$ cat src/rtl/core/itaf_pkg.sv
// Shared types and constants for the integer to ASCII formatter.
// No dependencies; used by itaf_digits and integer_to_ascii_formatter_top.
package itaf_pkg;

    localparam logic [2:0] FUNC_SDEC = 3'd0;
    localparam logic [2:0] FUNC_UDEC = 3'd1;
    localparam logic [2:0] FUNC_HEXL = 3'd2;
    localparam logic [2:0] FUNC_HEXU = 3'd3;
    localparam logic [2:0] FUNC_OCT  = 3'd4;
    localparam logic [2:0] FUNC_BIN  = 3'd5;
    localparam logic [2:0] FUNC_PTR  = 3'd6;
    localparam logic [2:0] FUNC_RSVD = 3'd7;

    localparam logic [2:0] LEN_CHAR  = 3'd0;
    localparam logic [2:0] LEN_SHORT = 3'd1;
    localparam logic [2:0] LEN_INT   = 3'd2;
    localparam logic [2:0] LEN_LONG  = 3'd3;
    localparam logic [2:0] LEN_LLONG = 3'd4;
    localparam logic [2:0] LEN_SIZE  = 3'd5;

    localparam int unsigned MAX_DIGITS = 64;
    localparam int unsigned BCD_W      = 80;

    localparam logic [7:0] CH_SPACE = 8'h20;
    localparam logic [7:0] CH_PLUS  = 8'h2B;
    localparam logic [7:0] CH_MINUS = 8'h2D;
    localparam logic [7:0] CH_ZERO  = 8'h30;
    localparam logic [7:0] CH_UA    = 8'h41;
    localparam logic [7:0] CH_LA    = 8'h61;
    localparam logic [7:0] CH_LB    = 8'h62;
    localparam logic [7:0] CH_LX    = 8'h78;
    localparam logic [7:0] CH_UX    = 8'h58;
    localparam logic [39:0] STR_NIL = 40'h29_6C_69_6E_28;

    localparam logic [30:0] COUNT_LIMIT = 31'h7FFF_FFFF;

    typedef logic [9:0] t_cnt;

    typedef struct packed {
        logic       start;
        logic       is_dec;
        logic [2:0] shift;
    } t_dig_req;

    typedef struct packed {
        logic       wr_en;
        logic [5:0] wr_addr;
        logic [3:0] wr_digit;
        logic       done;
        logic [6:0] nd;
    } t_dig_rsp;

endpackage

$ cat src/rtl/core/integer_to_ascii_formatter_top.sv
// Top level of the printf integer formatter: request decode, layout and beat output.
// Depends on itaf_pkg and itaf_digits.
//
// One request is taken at a time. Decimal values pass through the shift and add-three
// converter, then their digits are extracted one at a time; hex, octal and binary digits
// are extracted directly. Layout runs through S_LAY1, S_LAY2 and S_LAY3, then characters
// leave one per cycle into an eight-character beat buffer while it is not full; a full
// buffer waits until the output can take its beat. An overflowing request gives a single
// flagged beat with no characters.
module integer_to_ascii_formatter_top #(
    parameter int unsigned MAX_WIDTH = 255,
    parameter int unsigned LONG_BITS = 64
) (
    input  logic        i_clk,
    input  logic        i_rst_n,
    input  logic        s_axis_tvalid,
    output logic        s_axis_tready,
    // value[63:0], length_code[66:64], left_align[67], zero_fill[68], show_plus[69],
    // space_for_sign[70], alternate_form[71], field_width[79:72], min_digits[88:80],
    // new_call[89], zero[95:90]
    input  logic [95:0] s_axis_tdata,
    // func[2:0]
    input  logic [2:0]  s_axis_tuser,
    output logic        m_axis_tvalid,
    input  logic        m_axis_tready,
    // char0[7:0] .. char7[63:56], char_count[67:64], zero[71:68]
    output logic [71:0] m_axis_tdata,
    // overflow[0]
    output logic        m_axis_tuser,
    output logic        m_axis_tlast
);

    localparam int unsigned FW_CAP = (MAX_WIDTH < 255) ? MAX_WIDTH : 255;

    typedef enum logic [2:0] {
        S_IDLE, S_PREP, S_DIGITS, S_LAY1, S_LAY2, S_LAY3, S_EMIT, S_OVF
    } t_state;

    t_state              r_state;
    logic [2:0]          r_func;
    logic [63:0]         r_val;
    logic [2:0]          r_lc;
    logic                r_lj, r_zp, r_sp, r_ss, r_alt;
    logic [7:0]          r_fw;
    logic [8:0]          r_md;
    logic [30:0]         r_cw;
    logic [63:0]         r_mag;
    logic                r_neg, r_zero, r_nil;
    logic [6:0]          r_nd;
    logic [2:0]          r_plen;
    logic [39:0]         r_pre;
    logic [8:0]          r_ppad;
    itaf_pkg::t_cnt      r_content, r_fpad;
    itaf_pkg::t_cnt      r_lpad, r_zpad, r_rpad, r_rem;
    logic [6:0]          r_dcnt;
    logic [5:0]          r_dig_idx, n_dig_idx;
    logic [3:0]          r_mem [itaf_pkg::MAX_DIGITS];
    logic [3:0]          r_rd;
    logic [63:0]         r_buf;
    logic [3:0]          r_fill;
    logic                r_out_valid, r_out_last, r_out_ovf;
    logic [63:0]         r_out_chars;
    logic [3:0]          r_out_cnt;

    itaf_pkg::t_dig_req  n_req;
    itaf_pkg::t_dig_rsp  w_rsp;
    logic [6:0]          n_w;
    logic [63:0]         n_mask, n_masked, n_mag;
    logic                n_neg;
    logic                n_has_prec;
    logic [7:0]          n_fw;
    logic [6:0]          n_nd;
    logic [7:0]          n_ch;
    logic                n_gen, n_out_free, n_zfill;
    logic [31:0]         n_sum;

    assign n_has_prec = ~r_md[8];
    assign n_fw = (r_fw > 8'(FW_CAP)) ? 8'(FW_CAP) : r_fw;
    assign n_zfill = r_zp && !r_lj && !n_has_prec && !r_nil;

    always_comb begin
        case (r_lc)
            itaf_pkg::LEN_CHAR:  n_w = (r_func == itaf_pkg::FUNC_BIN) ? 7'd32 : 7'd8;
            itaf_pkg::LEN_SHORT: n_w = (r_func == itaf_pkg::FUNC_BIN) ? 7'd32 : 7'd16;
            itaf_pkg::LEN_LONG:  n_w = 7'(LONG_BITS);
            itaf_pkg::LEN_LLONG: n_w = 7'd64;
            itaf_pkg::LEN_SIZE:  n_w = 7'd64;
            default:             n_w = 7'd32;
        endcase
        if (r_func == itaf_pkg::FUNC_PTR) begin
            n_w = 7'd64;
        end
        n_mask   = (n_w[6]) ? '1 : ((64'd1 << n_w[5:0]) - 64'd1);
        n_masked = r_val & n_mask;
        n_neg    = (r_func == itaf_pkg::FUNC_SDEC) && n_masked[6'(n_w - 7'd1)];
        n_mag    = n_neg ? ((~n_masked + 64'd1) & n_mask) : n_masked;
    end

    always_comb begin
        n_req.start  = (r_state == S_PREP) && !r_nil;
        n_req.is_dec = (r_func == itaf_pkg::FUNC_SDEC) || (r_func == itaf_pkg::FUNC_UDEC);
        case (r_func)
            itaf_pkg::FUNC_OCT: n_req.shift = 3'd3;
            itaf_pkg::FUNC_BIN: n_req.shift = 3'd1;
            default:            n_req.shift = 3'd4;
        endcase
    end

    itaf_digits u_digits (
        .i_clk   (i_clk),
        .i_rst_n (i_rst_n),
        .i_req   (n_req),
        .i_mag   (n_mag),
        .o_rsp   (w_rsp)
    );

    assign n_nd = (n_has_prec && r_md[7:0] == 8'd0 && r_zero &&
                   !(r_func == itaf_pkg::FUNC_OCT && r_alt)) ? 7'd0 : r_nd;

    assign n_out_free = !r_out_valid || m_axis_tready;
    assign n_gen = (r_state == S_EMIT) && (r_fill != 4'd8) && (r_rem != '0);
    assign n_sum = {1'b0, r_cw} + {22'b0, r_content + r_fpad};

    always_comb begin
        n_dig_idx = r_dig_idx;
        n_ch = itaf_pkg::CH_SPACE;
        if (r_lpad != '0) begin
            n_ch = itaf_pkg::CH_SPACE;
        end else if (r_plen != 3'd0) begin
            n_ch = r_pre[7:0];
        end else if (r_zpad != '0 || r_ppad != '0) begin
            n_ch = itaf_pkg::CH_ZERO;
        end else if (r_dcnt != 7'd0) begin
            if (r_rd < 4'd10) begin
                n_ch = itaf_pkg::CH_ZERO + {4'b0, r_rd};
            end else begin
                n_ch = ((r_func == itaf_pkg::FUNC_HEXU) ? itaf_pkg::CH_UA : itaf_pkg::CH_LA)
                       + {4'b0, r_rd} - 8'd10;
            end
            if (n_gen) begin
                n_dig_idx = r_dig_idx - 6'd1;
            end
        end
        if (r_state == S_LAY3) begin
            n_dig_idx = 6'(r_nd - 7'd1);
        end
    end

    always_ff @(posedge i_clk) begin
        if (w_rsp.wr_en) begin
            r_mem[w_rsp.wr_addr] <= w_rsp.wr_digit;
        end
        r_rd <= r_mem[n_dig_idx];
    end

    always_ff @(posedge i_clk) begin
        if (!i_rst_n) begin
            r_state     <= S_IDLE;
            r_cw        <= '0;
            r_out_valid <= 1'b0;
            r_fill      <= '0;
            r_rem       <= '0;
        end else begin
            if (r_out_valid && m_axis_tready) begin
                r_out_valid <= 1'b0;
            end
            r_dig_idx <= n_dig_idx;
            case (r_state)
                S_IDLE: begin
                    if (s_axis_tvalid) begin
                        r_func <= (s_axis_tuser == itaf_pkg::FUNC_RSVD) ?
                                  itaf_pkg::FUNC_UDEC : s_axis_tuser;
                        r_val  <= s_axis_tdata[63:0];
                        r_lc   <= s_axis_tdata[66:64];
                        r_lj   <= s_axis_tdata[67];
                        r_zp   <= s_axis_tdata[68];
                        r_sp   <= s_axis_tdata[69];
                        r_ss   <= s_axis_tdata[70];
                        r_alt  <= s_axis_tdata[71];
                        r_fw   <= s_axis_tdata[79:72];
                        r_md   <= s_axis_tdata[88:80];
                        r_nil  <= (s_axis_tuser == itaf_pkg::FUNC_PTR) &&
                                  (s_axis_tdata[63:0] == 64'd0);
                        if (s_axis_tdata[89]) begin
                            r_cw <= '0;
                        end
                        r_state <= S_PREP;
                    end
                end
                S_PREP: begin
                    r_mag  <= n_mag;
                    r_neg  <= n_neg;
                    r_nd   <= '0;
                    r_state <= r_nil ? S_LAY1 : S_DIGITS;
                end
                S_DIGITS: begin
                    r_zero <= (r_mag == 64'd0);
                    if (w_rsp.done) begin
                        r_nd    <= w_rsp.nd;
                        r_state <= S_LAY1;
                    end
                end
                S_LAY1: begin
                    r_nd <= n_nd;
                    r_pre <= '0;
                    r_plen <= 3'd0;
                    if (r_nil) begin
                        r_pre  <= itaf_pkg::STR_NIL;
                        r_plen <= 3'd5;
                    end else begin
                        case (r_func)
                            itaf_pkg::FUNC_SDEC: begin
                                if (r_neg || r_sp || r_ss) begin
                                    r_plen <= 3'd1;
                                    r_pre[7:0] <= r_neg ? itaf_pkg::CH_MINUS :
                                                  r_sp ? itaf_pkg::CH_PLUS :
                                                  itaf_pkg::CH_SPACE;
                                end
                            end
                            itaf_pkg::FUNC_HEXL, itaf_pkg::FUNC_HEXU: begin
                                if (r_alt && !r_zero) begin
                                    r_plen <= 3'd2;
                                    r_pre[15:0] <= {(r_func == itaf_pkg::FUNC_HEXU) ?
                                                   itaf_pkg::CH_UX : itaf_pkg::CH_LX,
                                                   itaf_pkg::CH_ZERO};
                                end
                            end
                            itaf_pkg::FUNC_BIN: begin
                                if (r_alt && !r_zero) begin
                                    r_plen <= 3'd2;
                                    r_pre[15:0] <= {itaf_pkg::CH_LB, itaf_pkg::CH_ZERO};
                                end
                            end
                            itaf_pkg::FUNC_OCT: begin
                                if (r_alt && !r_zero &&
                                    !(n_has_prec && {1'b0, r_md[7:0]} > {2'b0, n_nd})) begin
                                    r_plen <= 3'd1;
                                    r_pre[7:0] <= itaf_pkg::CH_ZERO;
                                end
                            end
                            itaf_pkg::FUNC_PTR: begin
                                r_plen <= 3'd2;
                                r_pre[15:0] <= {itaf_pkg::CH_LX, itaf_pkg::CH_ZERO};
                            end
                            default: r_plen <= 3'd0;
                        endcase
                    end
                    r_state <= S_LAY2;
                end
                S_LAY2: begin
                    r_ppad <= (!r_nil && n_has_prec && {1'b0, r_md[7:0]} > {2'b0, r_nd}) ?
                              ({1'b0, r_md[7:0]} - {2'b0, r_nd}) : 9'd0;
                    r_content <= {7'b0, r_plen} + {3'b0, r_nd} +
                                 ((!r_nil && n_has_prec && {1'b0, r_md[7:0]} > {2'b0, r_nd}) ?
                                 ({2'b0, r_md[7:0]} - {3'b0, r_nd}) : 10'd0);
                    r_state <= S_LAY3;
                end
                S_LAY3: begin
                    r_fpad <= ({2'b0, n_fw} > r_content) ? ({2'b0, n_fw} - r_content) : '0;
                    r_state <= S_EMIT;
                    r_fill  <= '0;
                    r_buf   <= '0;
                    r_rem   <= '0;
                    r_dcnt  <= r_nd;
                    r_lpad  <= '0;
                    r_zpad  <= '0;
                    r_rpad  <= '0;
                end
                S_EMIT: begin
                    if (r_rem == '0 && r_fill == 4'd0 && r_lpad == '0 && r_zpad == '0 &&
                        r_rpad == '0 && r_fpad != 10'h3FF) begin
                        if (n_sum[31]) begin
                            r_state <= S_OVF;
                        end else if (r_fpad != 10'h3FF) begin
                            r_cw   <= n_sum[30:0];
                            r_rem  <= r_content + r_fpad;
                            r_lpad <= (!r_lj && !n_zfill) ? r_fpad : '0;
                            r_zpad <= n_zfill ? r_fpad : '0;
                            r_rpad <= r_lj ? r_fpad : '0;
                            r_fpad <= 10'h3FF;
                        end
                    end else if (n_gen) begin
                        r_buf[r_fill[2:0]*8 +: 8] <= n_ch;
                        r_fill <= r_fill + 4'd1;
                        r_rem  <= r_rem - 10'd1;
                        if (r_lpad != '0) begin
                            r_lpad <= r_lpad - 10'd1;
                        end else if (r_plen != 3'd0) begin
                            r_plen <= r_plen - 3'd1;
                            r_pre  <= r_pre >> 8;
                        end else if (r_zpad != '0) begin
                            r_zpad <= r_zpad - 10'd1;
                        end else if (r_ppad != '0) begin
                            r_ppad <= r_ppad - 9'd1;
                        end else if (r_dcnt != 7'd0) begin
                            r_dcnt <= r_dcnt - 7'd1;
                        end else begin
                            r_rpad <= r_rpad - 10'd1;
                        end
                    end else if (n_out_free) begin
                        r_out_valid <= 1'b1;
                        r_out_chars <= r_buf;
                        r_out_cnt   <= r_fill;
                        r_out_last  <= (r_rem == '0);
                        r_out_ovf   <= 1'b0;
                        r_buf       <= '0;
                        r_fill      <= '0;
                        if (r_rem == '0) begin
                            r_state <= S_IDLE;
                        end
                    end
                end
                S_OVF: begin
                    if (n_out_free) begin
                        r_out_valid <= 1'b1;
                        r_out_chars <= '0;
                        r_out_cnt   <= '0;
                        r_out_last  <= 1'b1;
                        r_out_ovf   <= 1'b1;
                        r_state     <= S_IDLE;
                    end
                end
                default: r_state <= S_IDLE;
            endcase
        end
    end

    assign s_axis_tready = (r_state == S_IDLE);
    assign m_axis_tvalid = r_out_valid;
    assign m_axis_tdata  = {4'b0, r_out_cnt, r_out_chars};
    assign m_axis_tuser  = r_out_ovf;
    assign m_axis_tlast  = r_out_last;

endmodule

$ cat src/rtl/core/itaf_digits.sv
// Digit generator: binary to BCD by shift and add-three for decimal, then digit extraction.
// Depends on itaf_pkg.
module itaf_digits (
    input  logic                i_clk,
    input  logic                i_rst_n,
    input  itaf_pkg::t_dig_req  i_req,
    input  logic [63:0]         i_mag,
    output itaf_pkg::t_dig_rsp  o_rsp
);

    typedef enum logic [1:0] {D_IDLE, D_DABBLE, D_EXTRACT} t_dstate;

    t_dstate                         r_state;
    logic [63:0]                     r_bin;
    logic [itaf_pkg::BCD_W-1:0]      r_sh;
    logic [6:0]                      r_cnt;
    logic [2:0]                      r_k;
    logic [itaf_pkg::BCD_W-1:0]      n_adj;
    logic [itaf_pkg::BCD_W-1:0]      n_next;
    logic [3:0]                      n_mask;
    logic                            n_stop;

    always_comb begin
        for (int i = 0; i < itaf_pkg::BCD_W / 4; i++) begin
            n_adj[i*4 +: 4] = (r_sh[i*4 +: 4] >= 4'd5) ? r_sh[i*4 +: 4] + 4'd3
                                                       : r_sh[i*4 +: 4];
        end
    end

    always_comb begin
        case (r_k)
            3'd1: begin
                n_next = r_sh >> 1;
                n_mask = 4'h1;
            end
            3'd3: begin
                n_next = r_sh >> 3;
                n_mask = 4'h7;
            end
            default: begin
                n_next = r_sh >> 4;
                n_mask = 4'hF;
            end
        endcase
    end

    assign n_stop = (n_next == '0) || (r_cnt[5:0] == 6'(itaf_pkg::MAX_DIGITS - 1));

    always_comb begin
        o_rsp.wr_en    = (r_state == D_EXTRACT);
        o_rsp.wr_addr  = r_cnt[5:0];
        o_rsp.wr_digit = r_sh[3:0] & n_mask;
        o_rsp.done     = (r_state == D_EXTRACT) && n_stop;
        o_rsp.nd       = r_cnt + 7'd1;
    end

    always_ff @(posedge i_clk) begin
        if (!i_rst_n) begin
            r_state <= D_IDLE;
            r_cnt   <= '0;
        end else begin
            case (r_state)
                D_IDLE: begin
                    if (i_req.start) begin
                        r_cnt <= '0;
                        if (i_req.is_dec) begin
                            r_bin   <= i_mag;
                            r_sh    <= '0;
                            r_k     <= 3'd4;
                            r_state <= D_DABBLE;
                        end else begin
                            r_sh    <= {16'b0, i_mag};
                            r_k     <= i_req.shift;
                            r_state <= D_EXTRACT;
                        end
                    end
                end
                D_DABBLE: begin
                    r_sh  <= {n_adj[itaf_pkg::BCD_W-2:0], r_bin[63]};
                    r_bin <= {r_bin[62:0], 1'b0};
                    if (r_cnt == 7'd63) begin
                        r_cnt   <= '0;
                        r_state <= D_EXTRACT;
                    end else begin
                        r_cnt <= r_cnt + 7'd1;
                    end
                end
                D_EXTRACT: begin
                    r_sh <= n_next;
                    if (n_stop) begin
                        r_state <= D_IDLE;
                    end else begin
                        r_cnt <= r_cnt + 7'd1;
                    end
                end
                default: r_state <= D_IDLE;
            endcase
        end
    end

endmodule
$ cat config.mk
export PLATFORM = sky130hd
export DESIGN_NAME = integer_to_ascii_formatter_top
export DESIGN_NICKNAME = d
export VERILOG_FILES = /design/src/rtl/core/itaf_pkg.sv /design/src/rtl/core/integer_to_ascii_formatter_top.sv /design/src/rtl/core/itaf_digits.sv
export SDC_FILE = /design/constraint.sdc
export NUM_CORES = 2
export LEC_CHECK = 0
export ABC_AREA = 1
export BUFFER_PORTS_ARGS = -buffer_cell sky130_fd_sc_hd__buf_2
export CAP_MARGIN = 40
export CORE_MARGIN = 3
export CORE_UTILIZATION = 55
export DETAILED_ROUTE_END_ITERATION = 8
export PLACE_DENSITY_LB_ADDON = 0.2
export SLEW_MARGIN = 20
export SYNTH_ARGS = -nofsm -noshare
export SYNTH_HDL_FRONTEND = slang
export SYNTH_HIERARCHICAL = 1
export SYNTH_SLANG_ARGS = --single-unit
$ cat constraint.sdc
create_clock -name i_clk -period 10.65 [get_ports i_clk]
set_input_delay 0 -clock i_clk [delete_from_list [all_inputs] [get_ports i_clk]]
set_output_delay 0 -clock i_clk [all_outputs]
set_load 0.005 [all_outputs]
Word-level counts from Yosys, hierarchy flattened:

Memories as Yosys holds them, arrays and structs flattened. A register that Yosys moved wholly into a read port is not among the register bits.
Cells that the tools add are included.

* register bits after elaboration: 620
* memory bits (writable): 256
* input bits: 103
* output and inout bits: 76
* logic and storage cells: 467
* memories kept: 1

Memories
* r_mem: depth 64, bits a word 4, read ports 1, clocked after memory_dff 1, write ports 1, line integer_to_ascii_formatter_top.sv:57 `logic [3:0] r_mem [itaf_pkg::MAX_DIGITS];`

* add/sub/neg operators: 45
* magnitude comparators: 26
* eq/ne operators: 65
* shifts and indexed selects: 3
* multiplexer cells: 191
* bitwise gates (word level): 5
* reductions and logical operators: 91

Operators with widths (number)
* $mux 64: 11
* $pmux 64 s2: 3
* $mux 10: 33
* $pmux 80 s3: 1
* $mux 40: 4
* $pmux 79 s2: 1
* $mux 31: 5
* $and 64x64->64: 2
* $logic_not 64->1: 2
* $mux 4: 27
* $pmux 10 s2: 5
* $mux 7: 13
* $ge 4x3->1 const B: 20
* $logic_not 80->1: 1
* $mux 80: 1
* $pmux 40 s2: 1
* $add 4x2->4 const B: 19
* $mux 6: 12
* $add 64x1->64 const B: 1
* $bwmux 64: 1
* $not 64->64: 1
* $shift 8x34->64 const A: 1
* $shiftx 8x34->64: 1
* $shl 1x6->64 const A: 1
* 85 further kinds: 259

Logic depth before layout (Yosys ltp):

* word-level depth: 15
* depth in mapped cells: 29
* gate-level depth less buffers: 28

Modules after synthesis:

The synthesis kept the hierarchy.

Modules (own cells, without submodules)
* integer_to_ascii_formatter_top: instances 1, cells each 3757, area an instance 35688.0 um^2, sequential area each 20549.7 um^2
* itaf_digits: instances 1, cells each 1464, area an instance 10856.7 um^2, sequential area each 4594.4 um^2

Worst setup path before layout:

Ideal clock, no wire load.

* path type: reg2reg
* start point: register, netlist name r_state[2]
* end point: register r_alt, enable pin
* library setup time: 0.659 ns
* arrival: 6.926 ns
* required time: 9.991 ns
* path slack: 3.065 ns
* stages on the path, launching flop included: 5
* buffers on the path: 1
* clock period less this slack: 7.585 ns
* path through: dfxtp_1 -> buf_2 -> inv_1 -> nand2_1 -> nor3_1

RTL lines
* to (signal assigned): line integer_to_ascii_formatter_top.sv:179 `r_alt <= s_axis_tdata[71];`
* to (decl): line integer_to_ascii_formatter_top.sv:43 `logic r_lj, r_zp, r_sp, r_ss, r_alt;`

==> flow_metrics.env <==
export IMPL_status="completed"
export IMPL_maxClockFrequency_mhz=193
export IMPL_grt_usage_pct=27.5
export IMPL_final_period_utilization_pct=48.7
export IMPL_placed_cell_area_sq_mm=0.0484
export IMPL_hold_path_depth=2
export IMPL_utilization_pct=62.8
export IMPL_synth_ff_type="edfxtp_1"
export IMPL_ant_nets=0
export IMPL_synth_edff_count=796
export IMPL_synth_cell_type_count=68
export IMPL_cts_tree="built"
export IMPL_ys_seq_area_share_pct=54.0
export IMPL_stdcell_area_sq_mm=0.0526
export IMPL_ys_seq_elements=858
export IMPL_final_cell_mix="1,145 x nand2_1, 796 x edfxtp_1, 623 x inv_1"
export IMPL_fill_cells=6890
export IMPL_critical_path_max_stage_delay_ns=0.79
export IMPL_cp_cell_sequence="inv_1 > nor2_4 > buf_4 > nand2_1 > nor2_1 > nor2_1 > nor2_1 > nand2_1 > nor2_1 > nand2_1 > nor2_1 > nand3_1 > nand2_1 > nand2_2 > inv_1 > nor2_1 > inv_1 > nand3_1 > a21oi_1 > nand3_1 > o211ai_1 > dlygate4sd3_1 > inv_1"
export IMPL_synth_compound_area_share_pct=9.25
export IMPL_grt_max_degree=89
export IMPL_drv_slew=0
export IMPL_synthCells=5221
export IMPL_syn_area_sq_mm=0.0465
export IMPL_tightest_slew_ns=0.863
export IMPL_synthXorXnorAreaFrac_pct=1.54
export IMPL_async_flop_share_pct=0
export IMPL_place_hpwl_um=83700
export IMPL_io_buffer_count=168
export IMPL_fp_coreArea_sq_mm=0.0837
export IMPL_initial_core_util_pct=55.6
export IMPL_firstDrtPassIters=6
export IMPL_muxShareOfSynthArea_pct=0
export IMPL_postSynthAreaPerCell_sq_um=8.91
export IMPL_worstPathMaxFanout=57
export IMPL_clock_sinks=858
export IMPL_final_common_cell="nand2_1"
export IMPL_yosys_area_share_simple_pct=24.1
export IMPL_cp_data_arrival_time_ns=5.76
export IMPL_reg2reg_slack_ns=5.46
export IMPL_die_y_um=297
export IMPL_drc=0
export IMPL_antenna_found_initial=1
export IMPL_postCtsSetupBuffers=0
export IMPL_placedCellCount=6366
export IMPL_grt_ovfl_total=0
export IMPL_crit_path_frequent_cell="nor2_1"
export IMPL_gp_congestion=0.936
export IMPL_cp_depth=23
export IMPL_critPathTopFamily="simple AND/OR/NAND/NOR gates"
export IMPL_peakVddDrop_mv=0.188
export IMPL_hold_path_class="in2reg"
export IMPL_pin_count=179
export IMPL_cap_viol_max_count=0
export IMPL_numCtsBuffers=92
export IMPL_viasPerCell=5.70
export IMPL_grt_pass1_vias=35400
export IMPL_drive_above_1_share_pct=9.00
export IMPL_drt_wl_total_um=124000
export IMPL_endpoint_kind="flip-flop"
export IMPL_crit_path_start_kind="flip-flop"
export IMPL_setup_viol=0
export IMPL_nets=5660
export IMPL_synthAdderAreaFrac_pct=3.52
export IMPL_rsz0062_at_grt="no"
export IMPL_multi_input_area_sq_mm=0.0180
export IMPL_layoutNonFillerInstCount=6644
export IMPL_area_delta_synth_final_pct=12.9
export IMPL_die_area_sq_mm=0.0882
export IMPL_cp_required_ns=11.22
export IMPL_crit_slowest_cell="edfxtp_1"
export IMPL_std_cell_rows=106
export IMPL_yosysWarnings=6
export IMPL_first_iter_violations=3802
export IMPL_p_leak_nw=21.4
export IMPL_clock_skew_ns=0.0276
export IMPL_clk_insertion_delay_late_ns=0.68
export IMPL_wl_per_cell_um=18.7
export IMPL_cts_max_level=3
export IMPL_seq_area_sq_mm=0.0251
export IMPL_clockRootBuffer="clkbuf_16"
export IMPL_clockBufferDepth=3
export IMPL_crit_buf_inv=6
export IMPL_rr_worst_depth=23
export IMPL_critPathKind="reg2reg"
export IMPL_grt_pass1_wl_um=194000
export IMPL_relSlewSlack_pct=42.3
export IMPL_p_total_w=0.0107
export IMPL_vias=37900
export IMPL_post_route_min_period_ns=5.19
export IMPL_clk_pin_slew_ns=0.06
export IMPL_fp_dieW_um=297
export IMPL_finalSetupTns_ns=0
export IMPL_power_density_mw_per_mm2=204
export IMPL_synth_top_family_by_area="simple AND/OR/NAND/NOR gates"
export IMPL_hold_viol_final=0
[power by group]
group	internal [W]	switching (W)	total (W)
Combinational	0.000893	0.00209	0.00299
Clock	0.00183	0.00138	0.00321
Sequential	0.00423	0.000283	0.00451
[repair_timing]
item                                   4_1_cts  5_1_grt
gates resized for setup                      0        0
hold buffers                                97        0
endpoints found under the hold margin      123        0
[state kept, by name, summed over array words and instances (netlist names), 8 cells and up]
signal          flops
r_mem             256
u_digits/r_sh      80
r_buf              64
r_mag              64
r_out_chars        64
r_val              64
u_digits/r_bin     64
r_cw               31
r_pre              18
r_content          10
r_fpad             10
r_lpad             10
r_rem              10
r_rpad             10
r_zpad             10
r_md                9
r_ppad              9
r_fw                8
[area by class of cell]
| type | instances | area share [%] |
|---|---|---|
| Sequential cell | 858 | 47.8 |
| Multi-Input combinational cell | 3495 | 34.3 |
| Timing Repair Buffer | 335 | 4.81 |
| Clock buffer | 111 | 4.68 |
| Inverter | 649 | 4.64 |
| Tap cell | 1134 | 2.70 |
| Clock inverter | 61 | 1.07 |
| Antenna cell | 1 | 0.00476 |
[cells by family (layout without fill, tap and decap cells)]
kind of cell               count (synthesis)  after routing
DFF                                      858            858
AOI/OAI and AO/OA                        769            769
adders and majority gates                126            126
other                                      1              5
and+or+nand+nor                         2514           2514
xor gates and xnor gates                  82             82
buffers and inverters                    871           1156
[metal layers]
metal  share of wire [%]  routed length [um]  global-route usage [%]
met1                  43               53800                    39.2
met2                  45               56400                    43.3
met3                 7.9                9810                    3.78
met4                 3.3                4150                    9.67
met5              0.0056                   7                       0
[cell usage after synthesis, drive strengths merged, types with 3 or more instances]
cell type,number,area (sq um)
nand2,1172,4470
edfxtp,796,23900
inv,641,2410
nand3,578,2930
nor2,461,1840
o21ai,355,1800
a21oi,259,1310
ha,118,1480
clkbuf,115,432
buf,107,649
nand3b,92,691
nand4,69,447
nor3,64,337
dfxtp,62,1240
xor2,60,526
nor4,42,263
a22oi,31,233
xnor2,22,193
or2,21,131
o211ai,19,143
o31ai,17,128
o221ai,14,123
a31oi,12,75.1
o22ai,11,68.8
clkinv,8,30.0
fa,8,160
o21bai,8,71.3
a211oi,7,52.6
o21a,7,52.6
nor3b,6,45.0
a32o,5,50.1
o311ai,5,43.8
a21boi,3,22.5
a21o,3,22.5
a32oi,3,26.3
o41ai,3,26.3
[stage by stage]
| stage | hold slack (ns) | setup WS [ns] |
|---|---|---|
| floorplan | 0.0989 | 3.07 |
| global placement | 0.176 | 5.36 |
| detailed placement | 0.178 | 5.47 |
| CTS | 0.00423 | 5.46 |
| global route | 0.0236 | 4.98 |
| finish | 0.0434 | 5.46 |
[worst paths after layout]
path | from | end
worst min register to register | r_cw[29]$_SDFFE_PN0P_ | r_cw[29]$_SDFFE_PN0P_
worst max register to register | u_digits/r_k[0]$_SDFFCE_PP0P_ | r_state[1]$_SDFFE_PN0P_
worst max-delay path | u_digits/r_k[0]$_SDFFCE_PP0P_ | r_state[1]$_SDFFE_PN0P_
worst min-delay path | s_axis_tdata[83] | r_md[3]$_DFFE_PP_
(Power assumes the default switching activity.)
